===== src/rtl/nbf_pkg.sv =====
// ----------------------------------------------------------------------------
// nbf_pkg: shared types, constants and functions of the note-off byte framer
// Field widths, message layout, CRC-8 step and the message packer.
// ----------------------------------------------------------------------------
package nbf_pkg;

  localparam int MAX_PAYLOAD_DEF = 256;

  localparam int TAG_W  = 8;
  localparam int CNT_W  = 9;
  localparam int BYTE_W = 8;
  localparam int DATA_W = 7;

  // request codes
  localparam logic REQ_START = 1'b0;
  localparam logic REQ_DATA  = 1'b1;

  localparam logic [7:0] CRC_INIT    = 8'hff;
  localparam logic [7:0] CRC_POLY    = 8'h8c;
  localparam logic [7:0] STATUS_BASE = 8'h80;
  localparam logic [7:0] TAG_SHORT   = 8'h80;
  localparam logic [7:0] FLAG_START  = 8'h08;
  localparam logic [7:0] FLAG_TWO    = 8'h04;
  localparam logic [7:0] FLAG_HI1    = 8'h02;
  localparam logic [7:0] FLAG_HI2    = 8'h01;

  // result queue
  localparam int Q_DEPTH = 4;
  localparam int Q_AW    = $clog2(Q_DEPTH);
  localparam int Q_CW    = $clog2(Q_DEPTH + 1);

  typedef struct packed {
    logic [7:0]        status_byte;
    logic [DATA_W-1:0] first_data;
    logic [DATA_W-1:0] second_data;
    logic              last;
  } msg_t;

  // captured request, with the tag already adjusted and its CRC taken
  typedef struct packed {
    logic             req_type;
    logic [TAG_W-1:0] tag_sent;
    logic [CNT_W-1:0] count;
    logic [BYTE_W-1:0] data_byte;
    logic [7:0]       crc_tag;
  } staged_t;

  typedef struct packed {
    logic [1:0] n;
    msg_t       m0;
    msg_t       m1;
  } push_t;

  // one byte of reflected CRC-8
  function automatic logic [7:0] crc8_step(input logic [7:0] crc, input logic [7:0] data);
    logic [7:0] c;
    c = crc ^ data;
    for (int i = 0; i < 8; i++) begin
      if (c[0]) begin
        c = (c >> 1) ^ CRC_POLY;
      end else begin
        c = c >> 1;
      end
    end
    return c;
  endfunction

  function automatic msg_t msg_pack(input logic [7:0] b1, input logic two,
                                    input logic [7:0] b2, input logic start,
                                    input logic last);
    msg_t m;
    logic [7:0] ch;
    ch = start ? FLAG_START : 8'h00;
    if (b1[7]) ch = ch | FLAG_HI1;
    if (two) begin
      ch = ch | FLAG_TWO;
      if (b2[7]) ch = ch | FLAG_HI2;
    end
    m.status_byte = STATUS_BASE | ch;
    m.first_data  = b1[DATA_W-1:0];
    m.second_data = two ? b2[DATA_W-1:0] : '0;
    m.last        = last;
    return m;
  endfunction

endpackage


===== src/rtl/nbf_channels.sv =====
// ----------------------------------------------------------------------------
// nbf channels: request and message stream interfaces
// Valid/ready channels; a transfer happens when valid and ready are high.
// ----------------------------------------------------------------------------
interface nbf_in_if import nbf_pkg::*; ();
  logic              valid;
  logic              ready;
  logic              req_type;
  logic [TAG_W-1:0]  tag;
  logic [CNT_W-1:0]  payload_count;
  logic [BYTE_W-1:0] data_byte;

  modport source (output valid, req_type, tag, payload_count, data_byte, input ready);
  modport sink   (input valid, req_type, tag, payload_count, data_byte, output ready);
endinterface

interface nbf_out_if import nbf_pkg::*; ();
  logic              valid;
  logic              ready;
  logic [7:0]        status_byte;
  logic [DATA_W-1:0] first_data;
  logic [DATA_W-1:0] second_data;
  logic              last;

  modport source (output valid, status_byte, first_data, second_data, last, input ready);
  modport sink   (input valid, status_byte, first_data, second_data, last, output ready);
endinterface


===== src/rtl/nbf_capture.sv =====
// ----------------------------------------------------------------------------
// nbf_capture: request input register
// Saturates the count, marks short tags and takes the CRC over the tag.
// ----------------------------------------------------------------------------
module nbf_capture import nbf_pkg::*; #(
  parameter int MAX_PAYLOAD = MAX_PAYLOAD_DEF
) (
  input  logic    clk,
  input  logic    rst,
  nbf_in_if.sink  in_ch,
  input  logic    room,
  output logic    stg_valid,
  output staged_t stg
);

  logic    ir_valid;
  staged_t ir;
  staged_t ir_next;
  logic [CNT_W-1:0] cnt_sat;
  logic             is_short;

  assign in_ch.ready = !ir_valid || room;
  assign stg_valid   = ir_valid;
  assign stg         = ir;

  always_comb begin
    cnt_sat = (in_ch.payload_count > CNT_W'(MAX_PAYLOAD)) ? CNT_W'(MAX_PAYLOAD)
                                                         : in_ch.payload_count;
    is_short = (cnt_sat <= CNT_W'(1));
    ir_next.req_type  = in_ch.req_type;
    ir_next.tag_sent  = is_short ? (in_ch.tag | TAG_SHORT) : in_ch.tag;
    ir_next.count     = cnt_sat;
    ir_next.data_byte = in_ch.data_byte;
    ir_next.crc_tag   = crc8_step(CRC_INIT, ir_next.tag_sent);
  end

  always_ff @(posedge clk) begin
    if (rst) begin
      ir_valid <= 1'b0;
    end else if (in_ch.ready) begin
      ir_valid <= in_ch.valid;
    end
  end

  always_ff @(posedge clk) begin
    if (in_ch.valid && in_ch.ready) begin
      ir <= ir_next;
    end
  end

  a_capture_fill: assert property (@(posedge clk) disable iff (rst)
    (in_ch.valid && in_ch.ready) |=> ir_valid)
    else $error("accepted request not held in input register");

endmodule


===== src/rtl/nbf_core.sv =====
// ----------------------------------------------------------------------------
// nbf_core: command state and message builder
// Tracks the open command, pairs payload bytes and appends the CRC.
// ----------------------------------------------------------------------------
module nbf_core import nbf_pkg::*; #(
  parameter int MAX_PAYLOAD = MAX_PAYLOAD_DEF
) (
  input  logic    clk,
  input  logic    rst,
  input  logic    stg_valid,
  input  staged_t stg,
  input  logic    room,
  output push_t   push
);

  localparam int BL_W = $clog2(MAX_PAYLOAD + 1);

  logic [7:0]        crc_value, crc_value_next;
  logic [BYTE_W-1:0] pending_byte, pending_byte_next;
  logic              pending_valid, pending_valid_next;
  logic [BL_W-1:0]   bytes_left, bytes_left_next;

  logic            fire;
  logic [7:0]      len;
  logic [7:0]      crc_n;
  logic [BL_W-1:0] bl_dec;
  logic            is_short;

  assign fire     = stg_valid && room;
  assign is_short = (stg.count <= CNT_W'(1));

  always_comb begin
    push               = '0;
    crc_value_next     = crc_value;
    pending_byte_next  = pending_byte;
    pending_valid_next = pending_valid;
    bytes_left_next    = bytes_left;
    len                = '0;
    crc_n              = crc_value;
    bl_dec             = bytes_left - BL_W'(1);
    if (fire) begin
      if (stg.req_type == REQ_START) begin
        if (is_short) begin
          len = (stg.count == CNT_W'(1)) ? stg.data_byte : 8'h00;
        end else begin
          len = 8'(stg.count - CNT_W'(1));
        end
        crc_n              = crc8_step(stg.crc_tag, len);
        crc_value_next     = crc_n;
        pending_valid_next = 1'b0;
        pending_byte_next  = '0;
        push.m0 = msg_pack(stg.tag_sent, 1'b1, len, 1'b1, 1'b0);
        if (is_short) begin
          push.m1         = msg_pack(crc_n, 1'b0, 8'h00, 1'b0, 1'b1);
          push.n          = 2'd2;
          bytes_left_next = '0;
        end else begin
          push.n          = 2'd1;
          bytes_left_next = BL_W'(stg.count);
        end
      end else if (bytes_left != '0) begin
        crc_n           = crc8_step(crc_value, stg.data_byte);
        crc_value_next  = crc_n;
        bytes_left_next = bl_dec;
        if (pending_valid) begin
          push.m0            = msg_pack(pending_byte, 1'b1, stg.data_byte, 1'b0, 1'b0);
          push.n             = 2'd1;
          pending_valid_next = 1'b0;
          pending_byte_next  = '0;
          if (bl_dec == '0) begin
            push.m1 = msg_pack(crc_n, 1'b0, 8'h00, 1'b0, 1'b1);
            push.n  = 2'd2;
          end
        end else if (bl_dec == '0) begin
          // odd byte at the end: pair it with the CRC
          push.m0            = msg_pack(stg.data_byte, 1'b1, crc_n, 1'b0, 1'b1);
          push.n             = 2'd1;
          pending_valid_next = 1'b0;
          pending_byte_next  = '0;
        end else begin
          pending_valid_next = 1'b1;
          pending_byte_next  = stg.data_byte;
        end
      end
    end
  end

  always_ff @(posedge clk) begin
    if (rst) begin
      crc_value     <= CRC_INIT;
      pending_byte  <= '0;
      pending_valid <= 1'b0;
      bytes_left    <= '0;
    end else begin
      crc_value     <= crc_value_next;
      pending_byte  <= pending_byte_next;
      pending_valid <= pending_valid_next;
      bytes_left    <= bytes_left_next;
    end
  end

  a_pending_open: assert property (@(posedge clk) disable iff (rst)
    pending_valid |-> (bytes_left != '0))
    else $error("pending byte held with no command open");

  a_short_two_msgs: assert property (@(posedge clk) disable iff (rst)
    (fire && stg.req_type == REQ_START && is_short) |-> (push.n == 2'd2))
    else $error("short command did not emit start and CRC messages");

endmodule


===== src/rtl/nbf_queue.sv =====
// ----------------------------------------------------------------------------
// nbf_queue: result message queue
// Takes up to two messages per cycle, sends one per transfer.
// ----------------------------------------------------------------------------
module nbf_queue import nbf_pkg::*; (
  input  logic      clk,
  input  logic      rst,
  input  push_t     push,
  output logic      room,
  nbf_out_if.source out_ch
);

  msg_t            mem [Q_DEPTH];
  logic [Q_AW-1:0] wr_ptr, rd_ptr;
  logic [Q_CW-1:0] count, count_next;
  logic            pop;
  msg_t            head;

  assign room         = (count <= Q_CW'(Q_DEPTH - 2));
  assign pop          = out_ch.valid && out_ch.ready;
  assign head         = mem[rd_ptr];
  assign out_ch.valid = (count != '0);
  assign out_ch.status_byte = head.status_byte;
  assign out_ch.first_data  = head.first_data;
  assign out_ch.second_data = head.second_data;
  assign out_ch.last        = head.last;

  assign count_next = count + Q_CW'(push.n) - Q_CW'(pop);

  always_ff @(posedge clk) begin
    if (rst) begin
      wr_ptr <= '0;
      rd_ptr <= '0;
      count  <= '0;
    end else begin
      wr_ptr <= wr_ptr + Q_AW'(push.n);
      if (pop) rd_ptr <= rd_ptr + Q_AW'(1);
      count  <= count_next;
    end
  end

  always_ff @(posedge clk) begin
    if (push.n != 2'd0) mem[wr_ptr] <= push.m0;
    if (push.n == 2'd2) mem[wr_ptr + Q_AW'(1)] <= push.m1;
  end

  a_no_overflow: assert property (@(posedge clk) disable iff (rst)
    count <= Q_CW'(Q_DEPTH))
    else $error("result queue overflow");

  a_push_room: assert property (@(posedge clk) disable iff (rst)
    (push.n != 2'd0) |-> room)
    else $error("messages pushed without room");

endmodule


===== src/rtl/noteoff_byte_framer_crc8.sv =====
// A request passes the input register, then the result queue, before its messages leave.
// Throughput: one request per cycle while the four-entry result queue has room for two;
//   messages leave one per cycle while out_ch.ready is high.
// Requests that produce no message (stray payload) still wait for room in the queue.
// Reset (rst, synchronous): CRC to 0xff, no command open, nothing pending, queue empty.
// ----------------------------------------------------------------------------
// noteoff_byte_framer_crc8: note-off message framer with CRC-8
// Packs tagged commands into three-byte note-off messages and appends a CRC.
// ----------------------------------------------------------------------------
module noteoff_byte_framer_crc8 import nbf_pkg::*; #(
  parameter int MAX_PAYLOAD = MAX_PAYLOAD_DEF
) (
  input  logic      clk,
  input  logic      rst,
  nbf_in_if.sink    in_ch,
  nbf_out_if.source out_ch
);

  logic    room;
  logic    stg_valid;
  staged_t stg;
  push_t   push;

  nbf_capture #(.MAX_PAYLOAD(MAX_PAYLOAD)) u_capture (
    .clk       (clk),
    .rst       (rst),
    .in_ch     (in_ch),
    .room      (room),
    .stg_valid (stg_valid),
    .stg       (stg)
  );

  nbf_core #(.MAX_PAYLOAD(MAX_PAYLOAD)) u_core (
    .clk       (clk),
    .rst       (rst),
    .stg_valid (stg_valid),
    .stg       (stg),
    .room      (room),
    .push      (push)
  );

  nbf_queue u_queue (
    .clk    (clk),
    .rst    (rst),
    .push   (push),
    .room   (room),
    .out_ch (out_ch)
  );

endmodule

===== src/flat_wrapper.sv =====
// flat-port wrapper written by rule: the top's interface ports become plain ports
module noteoff_byte_framer_crc8_flat import nbf_pkg::*;
#(
  parameter int MAX_PAYLOAD = MAX_PAYLOAD_DEF
)
  (clk, rst, in_ch_valid, in_ch_req_type, in_ch_tag, in_ch_payload_count, in_ch_data_byte, in_ch_ready, out_ch_valid, out_ch_status_byte, out_ch_first_data, out_ch_second_data, out_ch_last, out_ch_ready);
  nbf_in_if in_ch_i ();
  nbf_out_if out_ch_i ();
  input  logic clk;
  input  logic rst;
  input wire logic [$bits(in_ch_i.valid)-1:0] in_ch_valid;
  input wire logic [$bits(in_ch_i.req_type)-1:0] in_ch_req_type;
  input wire logic [$bits(in_ch_i.tag)-1:0] in_ch_tag;
  input wire logic [$bits(in_ch_i.payload_count)-1:0] in_ch_payload_count;
  input wire logic [$bits(in_ch_i.data_byte)-1:0] in_ch_data_byte;
  output wire logic [$bits(in_ch_i.ready)-1:0] in_ch_ready;
  output wire logic [$bits(out_ch_i.valid)-1:0] out_ch_valid;
  output wire logic [$bits(out_ch_i.status_byte)-1:0] out_ch_status_byte;
  output wire logic [$bits(out_ch_i.first_data)-1:0] out_ch_first_data;
  output wire logic [$bits(out_ch_i.second_data)-1:0] out_ch_second_data;
  output wire logic [$bits(out_ch_i.last)-1:0] out_ch_last;
  input wire logic [$bits(out_ch_i.ready)-1:0] out_ch_ready;
  assign in_ch_i.valid = in_ch_valid;
  assign in_ch_i.req_type = in_ch_req_type;
  assign in_ch_i.tag = in_ch_tag;
  assign in_ch_i.payload_count = in_ch_payload_count;
  assign in_ch_i.data_byte = in_ch_data_byte;
  assign in_ch_ready = in_ch_i.ready;
  assign out_ch_valid = out_ch_i.valid;
  assign out_ch_status_byte = out_ch_i.status_byte;
  assign out_ch_first_data = out_ch_i.first_data;
  assign out_ch_second_data = out_ch_i.second_data;
  assign out_ch_last = out_ch_i.last;
  assign out_ch_i.ready = out_ch_ready;
  noteoff_byte_framer_crc8 #(.MAX_PAYLOAD(MAX_PAYLOAD)) u_core (.clk(clk), .rst(rst), .in_ch(in_ch_i), .out_ch(out_ch_i));
endmodule

===== config.mk =====
export PLATFORM = sky130hd
export DESIGN_NAME = noteoff_byte_framer_crc8_flat
export DESIGN_NICKNAME = d
export VERILOG_FILES = /design/src/rtl/nbf_pkg.sv /design/src/rtl/nbf_channels.sv /design/src/rtl/nbf_capture.sv /design/src/rtl/nbf_core.sv /design/src/rtl/nbf_queue.sv /design/src/rtl/noteoff_byte_framer_crc8.sv /design/src/flat_wrapper.sv
export SDC_FILE = /design/constraint.sdc
export NUM_CORES = 1
export LEC_CHECK = 0
export ABC_AREA = 1
export CAP_MARGIN = 30
export CELL_PAD_IN_SITES_DETAIL_PLACEMENT = 1
export CELL_PAD_IN_SITES_GLOBAL_PLACEMENT = 1
export CORE_MARGIN = 4
export CORE_UTILIZATION = 35
export CTS_CLUSTER_SIZE = 40
export DETAILED_ROUTE_END_ITERATION = 8
export DONT_BUFFER_PORTS = 1
export PLACE_DENSITY = 0.6
export SLEW_MARGIN = 10
export SYNTH_ARGS = -nofsm -noshare
export SYNTH_HDL_FRONTEND = slang
export SYNTH_HIERARCHICAL = 1
export SYNTH_SLANG_ARGS = --single-unit

===== constraint.sdc =====
create_clock -name clk -period 4.6 [get_ports clk]
set_input_delay 0.23 -clock clk [delete_from_list [all_inputs] [get_ports clk]]
set_output_delay 0.23 -clock clk [all_outputs]
set_load 0.02 [all_outputs]

==> results.sh, run 1 <==
export IMPL_status="finished clean"
export IMPL_grt_busiest_layer="met2"
export IMPL_use_met3_pct=3.293
export IMPL_async_flop_share_pct=0
export IMPL_drt_total_wl_mm=28.32
export IMPL_p_per_area_nw_per_um2=507.8
export IMPL_cp_required_ns=4.92
export IMPL_ff2ff_setup_slack_ns=0.86
export IMPL_min_period_ns=3.744
export IMPL_postCtsSetupBuffers=0
export IMPL_hp_start="in_ch_payload_count[3]"
export IMPL_gp_congestion=0.8457
export IMPL_cp_max_fo=16
export IMPL_ys_top_cells_by_area="edfxtp_1 39%, nand2_1 10%, dfxtp_1 7.4%"
export IMPL_yosys_area_top_type_share_pct=38.62
export IMPL_cts_tree="built"
export IMPL_fin_hold_ws_ns=0.02395
export IMPL_ff2ff_path_depth=18
export IMPL_drv_cap=0
export IMPL_initial_core_util_pct=35.95
export IMPL_setup_tns_ns=0
export IMPL_clock_latency_ns=0.44
export IMPL_die_h_um=175.3
export IMPL_hold_depth=2
export IMPL_cts_buffers=17
export IMPL_slowest_stage="nor4_1"
export IMPL_slew_headroom_pct=37.08
export IMPL_portBuffers=0
export IMPL_yosysWarningCount=6
export IMPL_clk_pin_slew_worst_paths_ns=0.07
export IMPL_vias=7753
export IMPL_fin_nets=1203
export IMPL_report_final_hold_viol_count=0
export IMPL_hold_end="u_core/u_capture/stg[19]"
export IMPL_cp_slowest_stage_delay_ns=0.38
export IMPL_grt_max_degree=48
export IMPL_num_antenna_cells=0
export IMPL_firstDrtPassIters=4
export IMPL_track_usage_pct=18.76
export IMPL_cts_root_buffer="clkbuf_16"
export IMPL_crit_top_cell="ha_1"
export IMPL_worst_setup_path_start_kind="register"
export IMPL_critPathKind="register to register"
export IMPL_ioPinCount=55
export IMPL_wire_per_inst_um=18.36
export IMPL_postSynthAreaPerCell_um2=8.504
export IMPL_grt_first_pass_wirelength_mm=45.13
export IMPL_viasPerCell=5.025
export IMPL_setup_ws_ns=0.8557
export IMPL_grt_antenna_before_repair=0
export IMPL_drtAntennaViolNets=0
export IMPL_min_path_type="primary input to register"
export IMPL_grt_pass1_vias=8081
export IMPL_worst_r2r_endpoint="u_core/u_queue/count[2]"
export IMPL_ys_seq_area_share_pct=45.98
export IMPL_area_growth_pct=11.74
export IMPL_cp_data_arrival_time_ns=4.07
export IMPL_die_area_um2=30730
export IMPL_synth_cells=1152
export IMPL_synth_distinct_cells=52
export IMPL_fp_dieW_um=175.3
export IMPL_worst_clock_skew_ns=0.02111
export IMPL_p_leak_nw=4.177
export IMPL_grtUsageMet1_pct=23.04
export IMPL_yosys_area_top_type="edfxtp_1"
export IMPL_core_um2=27250
export IMPL_hpwl_mm=19.79
export IMPL_cp_cell_sequence="inv_1 -> ha_1 -> xnor2_1 -> nand3_1 -> nor4_1 -> nand3_2 -> buf_4 -> clkinv_1 -> ha_1 -> o21ai_0 -> nor2_1 -> inv_2 -> ha_1 -> inv_1 -> fa_1 -> or2_2 -> a21oi_1 -> nor2_1"
export IMPL_drive_gt1_share_pct=14.09
export IMPL_met2_usage_pct=33.63
export IMPL_setup_viol=0
export IMPL_syn_area_um2=9797
export IMPL_reg2reg_from="u_core/u_core/bytes_left[0]"
export IMPL_synthFlopType="edfxtp_1"
export IMPL_worst_slew_pin_transition_ns=0.9339
export IMPL_preCtsSetupSlack_ns=0.8835
export IMPL_overflow=0
export IMPL_dr_first_iter_drc_count=380
export IMPL_drc=0
export IMPL_clock_sink_count=162
export IMPL_endpoint_kind="register"
export IMPL_rsz0062_at_grt="false"
export IMPL_fmax_mhz=267.1
export IMPL_rows=60
export IMPL_synth_edff_count=126
export IMPL_ir_drop_uv=264.5
export IMPL_finalCritPeriodShare_pct=81.40
export IMPL_synth_seq_cells=162
export IMPL_crit_start="u_core/u_core/bytes_left[0]"
export IMPL_slew_viol_final=0
export IMPL_h_tree_depth=4
export IMPL_cts_buffer_depth=2
-- how the worst max path moves through the flow --
stage          depth (start not counted)                  endpoint
3_5_place_dp                          18   u_core/u_queue/count[2]
6_report                              18   u_core/u_queue/count[2]
4_1_cts                               18   u_core/u_queue/count[2]
2_1_floorplan                         12  u_core/u_queue/mem[0][0]
5_1_grt                               19   u_core/u_queue/count[2]
3_3_place_gp                          18   u_core/u_queue/count[2]
-- cell families after synthesis --
kind of cell               synth area share [%]
and+or+nand+nor                           21.38
AOI/OAI and AO/OA                         16.35
buffers and inverters                     9.464
DFF                                       45.98
xor gates and xnor gates                  4.930
adders and majority gates                 1.865
other                                   0.03828
-- what timing repair did --
item | in CTS | in global routing
endpoints found under the hold margin | 40 | 1
resized for setup | 0 | 0
hold buffers | 22 | 1
-- registers in the layout, indices dropped and copies added (netlist names), named ones only --
name,count
u_core/u_queue/mem,92
u_core/u_capture/stg,34
u_core/u_core/bytes_left,9
u_core/u_core/crc_value,8
u_core/u_core/pending_byte,8
u_core/u_queue/count,3
u_core/u_queue/rd_ptr,2
u_core/u_queue/wr_ptr,2
u_core/u_capture/stg_valid,1
u_core/u_core/pending_valid,1
-- cell usage in the layout, fill, tap and decap left out, types with 21 or more instances in the layout --
cell type / n
nand3_1: 64
o21ai_1: 54
o21ai_0: 64
inv_1: 102
nand2_1: 263
a21oi_1: 41
edfxtp_1: 126
o22ai_1: 26
nor2_1: 103
xor2_1: 25
buf_4: 21
dfxtp_1: 36
o21ai_2: 52
dlygate4sd3_1: 23
-- layer usage --
layer,wire [um],vias up
li1,-,3831
met1,12230,3777
met2,14650,117
met3,846,28
met4,595,0
met5,0,-
-- cells in the mapped netlist (3+ instances only) --
master / count
edfxtp_1: 126
o22ai_1: 26
clkinv_1: 3
nand4_1: 4
nor2_1: 103
nor2_4: 5
nor4_1: 4
o21ai_0: 64
o21ai_2: 52
xor2_1: 25
nand3_2: 10
xnor2_1: 14
nor3_1: 9
a221oi_1: 3
o31ai_1: 4
clkbuf_1: 17
dfxtp_1: 36
a21oi_1: 42
ha_1: 13
buf_4: 19
inv_2: 10
buf_6: 17
nand2_1: 263
nand2_2: 9
nand2_4: 3
o21ai_1: 54
buf_2: 18
inv_1: 102
xnor2_2: 6
nand3_1: 64
-- report_power, final --
group          switching [W]  internal [W]
Combinational        0.00144      0.000630
Sequential          0.000119       0.00180
Clock               0.000646      0.000926
Total                0.00221       0.00335
-- worst max-delay path, delay by kind of cell (launching register included) --
kind                       cells  cell delay (ns)
xor gates and xnor gates       1             0.18
adders and majority gates      4             1.07
AOI/OAI and AO/OA              2             0.20
and+or+nand+nor                6             1.26
DFF                            1             0.33
buffers and inverters          5             0.59
-- area by class of cell --
| cell class | instances | area (um2) |
|---|---|---|
| multi-input cells | 817 | 4488 |
| inverters | 115 | 431.7 |
| clock buffers | 17 | 425.4 |
| flip-flops and latches | 162 | 4504 |
| well taps | 372 | 465.4 |
| fillers | 3219 | 16300 |
| repair buffers | 46 | 419.2 |
| clock inverters | 14 | 212.7 |
-- stage by stage --
step / cells / area, um2 / utilization, % / power (W)
global route: 1543 / 10950 / 40.17 / 0.005945
floorplan: 1167 / 9853 / - / 0.003487
finish: 1543 / 10950 / 40.17 / 0.005559
CTS: 1541 / 10930 / 40.09 / 0.005631
detailed placement: 1488 / 10070 / 36.94 / 0.004016
global placement: 1487 / 10050 / 36.87 / 0.003983
Power figures use the tool's default switching activity.
==> run 2: changes to the inputs <==
- PLACE_DENSITY: 0.6 -> 0.57
- clock period: 4.6 -> 3.9 ns (I/O delays scaled with it)
==> run 2 against run 1 <==
Net effect: sequential power grew 18%; first-iteration DRC count shrank 5.5%; design area grew 1.2%; count of clock-buffer cells in the layout grew 1; highest routed layer unchanged; combinational power grew 20%; total power grew 18%; critical endpoint is now u_core/u_queue/mem[2][13].
==> results.sh, run 2 (synthesis gave the netlist of run 1 again) <==
export IMPL_clock_latency_ns=0.44
export IMPL_clock_sink_count=162
export IMPL_critPathKind="register to register"
export IMPL_finalPower_w=0.006557
export IMPL_worst_slew_pin_transition_ns=0.8275
export IMPL_rsz0062_at_grt="false"
export IMPL_reg_top3="u_core/u_queue/mem (92), u_core/u_capture/stg (34), u_core/u_core/bytes_left (9)"
export IMPL_wire_per_inst_um=18.49
export IMPL_clk_pin_slew_worst_paths_ns=0.07
export IMPL_final_common_cell="nand2_1"
export IMPL_top_register="u_core/u_queue/mem"
export IMPL_ir_drop_uv=256.3
export IMPL_cp_slowest_stage_delay_ns=0.40
export IMPL_status="finished clean"
export IMPL_cts_tree="built"
export IMPL_place_area_um2=10130
export IMPL_final_area_um2=11070
export IMPL_die_area_um2=30730
export IMPL_num_antenna_cells=0
export IMPL_fin_nets=1214
export IMPL_setup_tns_ns=0
export IMPL_p_int_w=0.003921
export IMPL_fin_util_pct=40.64
export IMPL_portBuffers=0
export IMPL_ioPinCount=55
export IMPL_postCtsSetupBuffers=0
export IMPL_fp_dieW_um=175.3
export IMPL_cp_required_ns=3.98
export IMPL_grt_max_degree=47
export IMPL_clkPwrFrac_pct=27.6
export IMPL_cts_resized=0
export IMPL_cts_root_buffer="clkbuf_16"
export IMPL_p_sw_w=0.002636
export IMPL_dr_first_iter_drc_count=359
export IMPL_overflow=0
export IMPL_fmax_mhz=282.7
export IMPL_drt_total_wl_mm=28.75
export IMPL_cts_buffers=17
export IMPL_slowest_stage="buf_4"
export IMPL_setup_viol=0
export IMPL_p_comb_share_pct=37.9
export IMPL_min_period_ns=3.538
export IMPL_grt_first_pass_wirelength_mm=45.56
export IMPL_firstDrtPassIters=4
export IMPL_cp_cell_sequence="inv_1 -> ha_1 -> xnor2_1 -> nand3_1 -> nor4_1 -> nand3_2 -> clkinv_1 -> ha_1 -> nor2_1 -> o21a_1 -> nor2_1 -> o31ai_4 -> buf_4"
export IMPL_initial_core_util_pct=35.95
export IMPL_preCtsSetupSlack_ns=0.4050
export IMPL_die_h_um=175.3
export IMPL_worst_setup_path_start_kind="register"
export IMPL_drc=0
export IMPL_p_seq_share_pct=34.5
export IMPL_core_um2=27250
export IMPL_cp_max_fo=23
export IMPL_drv_cap=0
export IMPL_h_tree_depth=4
export IMPL_cts_buffer_depth=2
export IMPL_p_leak_nw=4.234
export IMPL_endpoint_kind="register"
export IMPL_viasPerCell=4.997
export IMPL_largest_reg_flops=92
export IMPL_final_cell_mix="263 x nand2_1, 126 x edfxtp_1, 103 x nor2_1, 102 x inv_1"
export IMPL_drive_gt1_share_pct=14.45
export IMPL_area_growth_pct=13.04
export IMPL_vias=7770
export IMPL_switching_share_pct=40.20
export IMPL_hpwl_mm=20.01
export IMPL_grt_antenna_before_repair=0
export IMPL_worst_clock_skew_ns=0.01919
export IMPL_gp_congestion=0.8137
export IMPL_grt_pass1_vias=8235
export IMPL_setup_ws_ns=0.3621
export IMPL_min_path_type="primary input to register"
export IMPL_drtAntennaViolNets=0
export IMPL_slew_headroom_pct=44.77
export IMPL_rows=60
export IMPL_cp_data_arrival_time_ns=3.62
export IMPL_track_usage_pct=19.05
export IMPL_p_per_area_nw_per_um2=592.1
export IMPL_slew_viol_final=0
export IMPL_finalCritPeriodShare_pct=90.72
export IMPL_report_final_hold_viol_count=0
[run 2: cell types whose count changed in the layout (fill, tap and decap cells not counted), moves of 2 or more]
cell / delta
clkinvlp_4: +2
dlygate4sd3_1: +5
buf_4: +3
buf_12: +2
inv_6: -3
[run 2: repair_timing]
| item | 4_1_cts | 5_1_grt |
|---|---|---|
| hold buffers | 28 | 0 |
| endpoints found under the hold margin | 48 | 0 |
| endpoints found under the setup margin | 0 | 0 |
[run 2: final timing paths]
kind / startpoint / to / slack, ns / cells after the start
min reg2reg: u_core/u_core/pending_byte[0] / u_core/u_core/pending_byte[0] / 0.47 / 2
max: u_core/u_core/bytes_left[0] / u_core/u_queue/mem[2][13] / 0.36 / 13
min: in_ch_tag[7] / u_core/u_capture/stg[32] / 0.02 / 2
max reg2reg: u_core/u_core/bytes_left[0] / u_core/u_queue/mem[2][13] / 0.36 / 13
[run 2: metrics by stage]
step,hold slack [ns],std cells
2_1_floorplan,0.2641,1167
3_3_place_gp,0.2697,1493
3_5_place_dp,0.2747,1493
4_1_cts,0.004688,1553
5_1_grt,0.02758,1555
6_report,0.02440,1555
[run 2: final cells by class]
class                      count  area [um2]
multi-input combinational    817        4488
sequential                   162        4504
clock inverter                14       196.4
tap                          372       465.4
clock buffer                  18       429.2
inverter                     115       431.7
fill                        3181       16180
timing repair buffer          57       559.3
[run 2: power groups by stage]
| stage | Sequential, W | Clock, W | Combinational [W] |
|---|---|---|---|
| finish | 0.00226 | 0.00181 | 0.00249 |
| global route | 0.00229 | 0.00193 | 0.00278 |
| CTS | 0.00227 | 0.00186 | 0.00251 |
| detailed placement | 0.00230 | 0 | 0.00247 |
| global placement | 0.00230 | 0 | 0.00245 |
| floorplan | 0.00226 | 0 | 0.00185 |
[run 2: critical path: cells and delay by family, from the launching register on]
family          cells  cell delay, ns
simple gates        5            0.96
buf+inv             3            0.63
compound gates      2            0.56
fa+ha+maj           2            0.48
flops               1            0.34
xor+xnor            1            0.19
[run 2: per-layer routing]
metal | track usage (%) | share of wire (%) | wire length, um
met1 | 23.35 | 44 | 12710
met2 | 33.77 | 51 | 14590
met3 | 2.970 | 2.6 | 752
met4 | 7.234 | 2.4 | 685
met5 | 0 | 0 | 0
==> run 3: changes to the inputs <==
- CORE_MARGIN: 4 -> not set
==> run 3 against run 2 <==
Net effect: count of clock-buffer cells in the layout shrank 1; global-route usage is 1.8 points higher; setup slack got worse by 0.0076 ns; first-iteration DRC count shrank 6.4%; total power fell by 0.88%; critical path depth grew 1; via count fell by 1.8%; critical endpoint is now u_core/u_queue/mem[0][9]; largest power group unchanged.
==> results.sh, run 3 (synthesis gave the netlist of run 1 again) <==
export IMPL_min_period_ns=3.546
export IMPL_p_int_w=0.003808
export IMPL_drtAntennaViolNets=0
export IMPL_p_comb_share_pct=38.0
export IMPL_slew_headroom_pct=35.58
export IMPL_drt_total_wl_mm=28.57
export IMPL_worst_setup_path_start_kind="register"
export IMPL_cts_buffers=17
export IMPL_hpwl_mm=20.38
export IMPL_drv_cap=0
export IMPL_ff2ff_setup_slack_ns=0.35
export IMPL_wire_per_inst_um=18.41
export IMPL_overflow=0
export IMPL_gp_congestion=0.8061
export IMPL_fin_nets=1210
export IMPL_rsz0062_at_grt="false"
export IMPL_cp_required_ns=4.03
export IMPL_worst_slew_pin_transition_ns=0.9631
export IMPL_reg_top3="u_core/u_queue/mem (92), u_core/u_capture/stg (34), u_core/u_core/bytes_left (9)"
export IMPL_cp_data_arrival_time_ns=3.67
export IMPL_firstDrtPassIters=4
export IMPL_cp_max_fo=21
export IMPL_p_leak_nw=4.210
export IMPL_fin_hold_ws_ns=0.03903
export IMPL_die_h_um=169.3
export IMPL_critPathKind="register to register"
export IMPL_die_area_um2=28660
export IMPL_clkPwrFrac_pct=26.8
export IMPL_grt_max_degree=47
export IMPL_initial_core_util_pct=36.05
export IMPL_top_register="u_core/u_queue/mem"
export IMPL_final_cell_mix="263 x nand2_1, 126 x edfxtp_1, 102 x inv_1, 102 x nor2_1"
export IMPL_endpoint_kind="register"
export IMPL_p_sw_w=0.002691
export IMPL_report_final_hold_viol_count=0
export IMPL_fillers=3219
export IMPL_postCtsSetupBuffers=0
export IMPL_drive_gt1_share_pct=14.42
export IMPL_worst_clock_skew_ns=0.02236
export IMPL_dr_first_iter_drc_count=336
export IMPL_cts_buffer_depth=2
export IMPL_slew_viol_final=0
export IMPL_area_growth_pct=12.75
export IMPL_grt_antenna_before_repair=1
export IMPL_vias=7632
export IMPL_track_usage_pct=20.87
export IMPL_fin_util_pct=40.64
export IMPL_finalCritPeriodShare_pct=90.91
export IMPL_status="finished clean"
export IMPL_largest_reg_flops=92
export IMPL_p_seq_share_pct=35.2
export IMPL_clock_latency_ns=0.44
export IMPL_grt_first_pass_wirelength_mm=44.94
export IMPL_ioPinCount=55
export IMPL_min_path_type="primary input to register"
export IMPL_ir_drop_uv=300.6
export IMPL_core_um2=27180
export IMPL_portBuffers=0
export IMPL_grt_pass1_vias=8027
export IMPL_h_tree_depth=4
export IMPL_p_per_area_nw_per_um2=588.4
export IMPL_setup_viol=0
export IMPL_clk_pin_slew_worst_paths_ns=0.08
export IMPL_cts_root_buffer="clkbuf_16"
export IMPL_final_common_cell="nand2_1"
export IMPL_switching_share_pct=41.41
export IMPL_fmax_mhz=282.0
export IMPL_clock_sink_count=162
export IMPL_drc=0
export IMPL_fp_dieW_um=169.3
export IMPL_finalPower_w=0.006499
export IMPL_cts_tree="built"
export IMPL_viasPerCell=4.918
export IMPL_rows=60
## run 3: through the flow
step                      worst slack [ns]  instance area [um2]  instances  setup TNS (ns)
after global routing               0.06786                11040       1551               0
after detailed placement            0.1896                10140       1491               0
final                               0.3544                11050       1552               0
after floorplan                    -0.5902                 9853       1167          -54.30
after CTS                           0.1591                11030       1551               0
after global placement              0.3185                10140       1491               0
## run 3: final cells by class
type / instances / area (um2) / share of cell area, %
antenna: 1 / 2.502 / 0.02266
clock buffer: 17 / 425.4 / 3.851
clock inverter: 15 / 181.4 / 1.643
inverter: 115 / 431.7 / 3.908
multi-input combinational: 817 / 4497 / 40.71
sequential: 162 / 4504 / 40.78
tap: 372 / 465.4 / 4.214
timing repair buffer: 53 / 538.0 / 4.871
## run 3: path summary, 6_finish.rpt
kind                                   end                           from  cells after the start
max               u_core/u_queue/mem[0][9]    u_core/u_core/bytes_left[0]                     14
min                u_core/u_capture/stg[5]                   in_ch_tag[2]                      3
max reg2reg       u_core/u_queue/mem[0][9]    u_core/u_core/bytes_left[0]                     14
min reg2reg  u_core/u_core/pending_byte[5]  u_core/u_core/pending_byte[5]                      2
## run 3: critical path, cell delays in order (launching register included)
cell and delay [ns]:
dfxtp_1 0.34, inv_1 0.10, ha_1 0.25, xnor2_1 0.18, nand3_1 0.11, nor4_2 0.32
nand3_2 0.15, clkinv_1 0.09, buf_4 0.18, ha_1 0.24, nor2_1 0.12, o21a_1 0.30
nor2_1 0.25, o31ai_4 0.34, buf_12 0.24
## run 3: what timing repair did
action | 4_1_cts | 5_1_grt
gates resized for setup | 0 | 4
hold endpoints to repair | 48 | 0
setup endpoints to repair | 0 | 68
hold buffers | 28 | 0
## run 3: power groups by stage
stage,combinational (W),clock (W),sequential (W)
after CTS,0.00250,0.00179,0.00229
after detailed placement,0.00246,0,0.00233
after global placement,0.00243,0,0.00233
after floorplan,0.00185,0,0.00226
after global routing,0.00276,0.00186,0.00232
final,0.00247,0.00174,0.00229
## run 3: routing by layer
metal,vias to the layer above,GRT usage (%),wire [um]
li1,3872,-,-
met1,3648,25.20,12790
met2,89,38.11,14580
met3,23,2.985,739
met4,0,6.385,463
met5,-,0,0
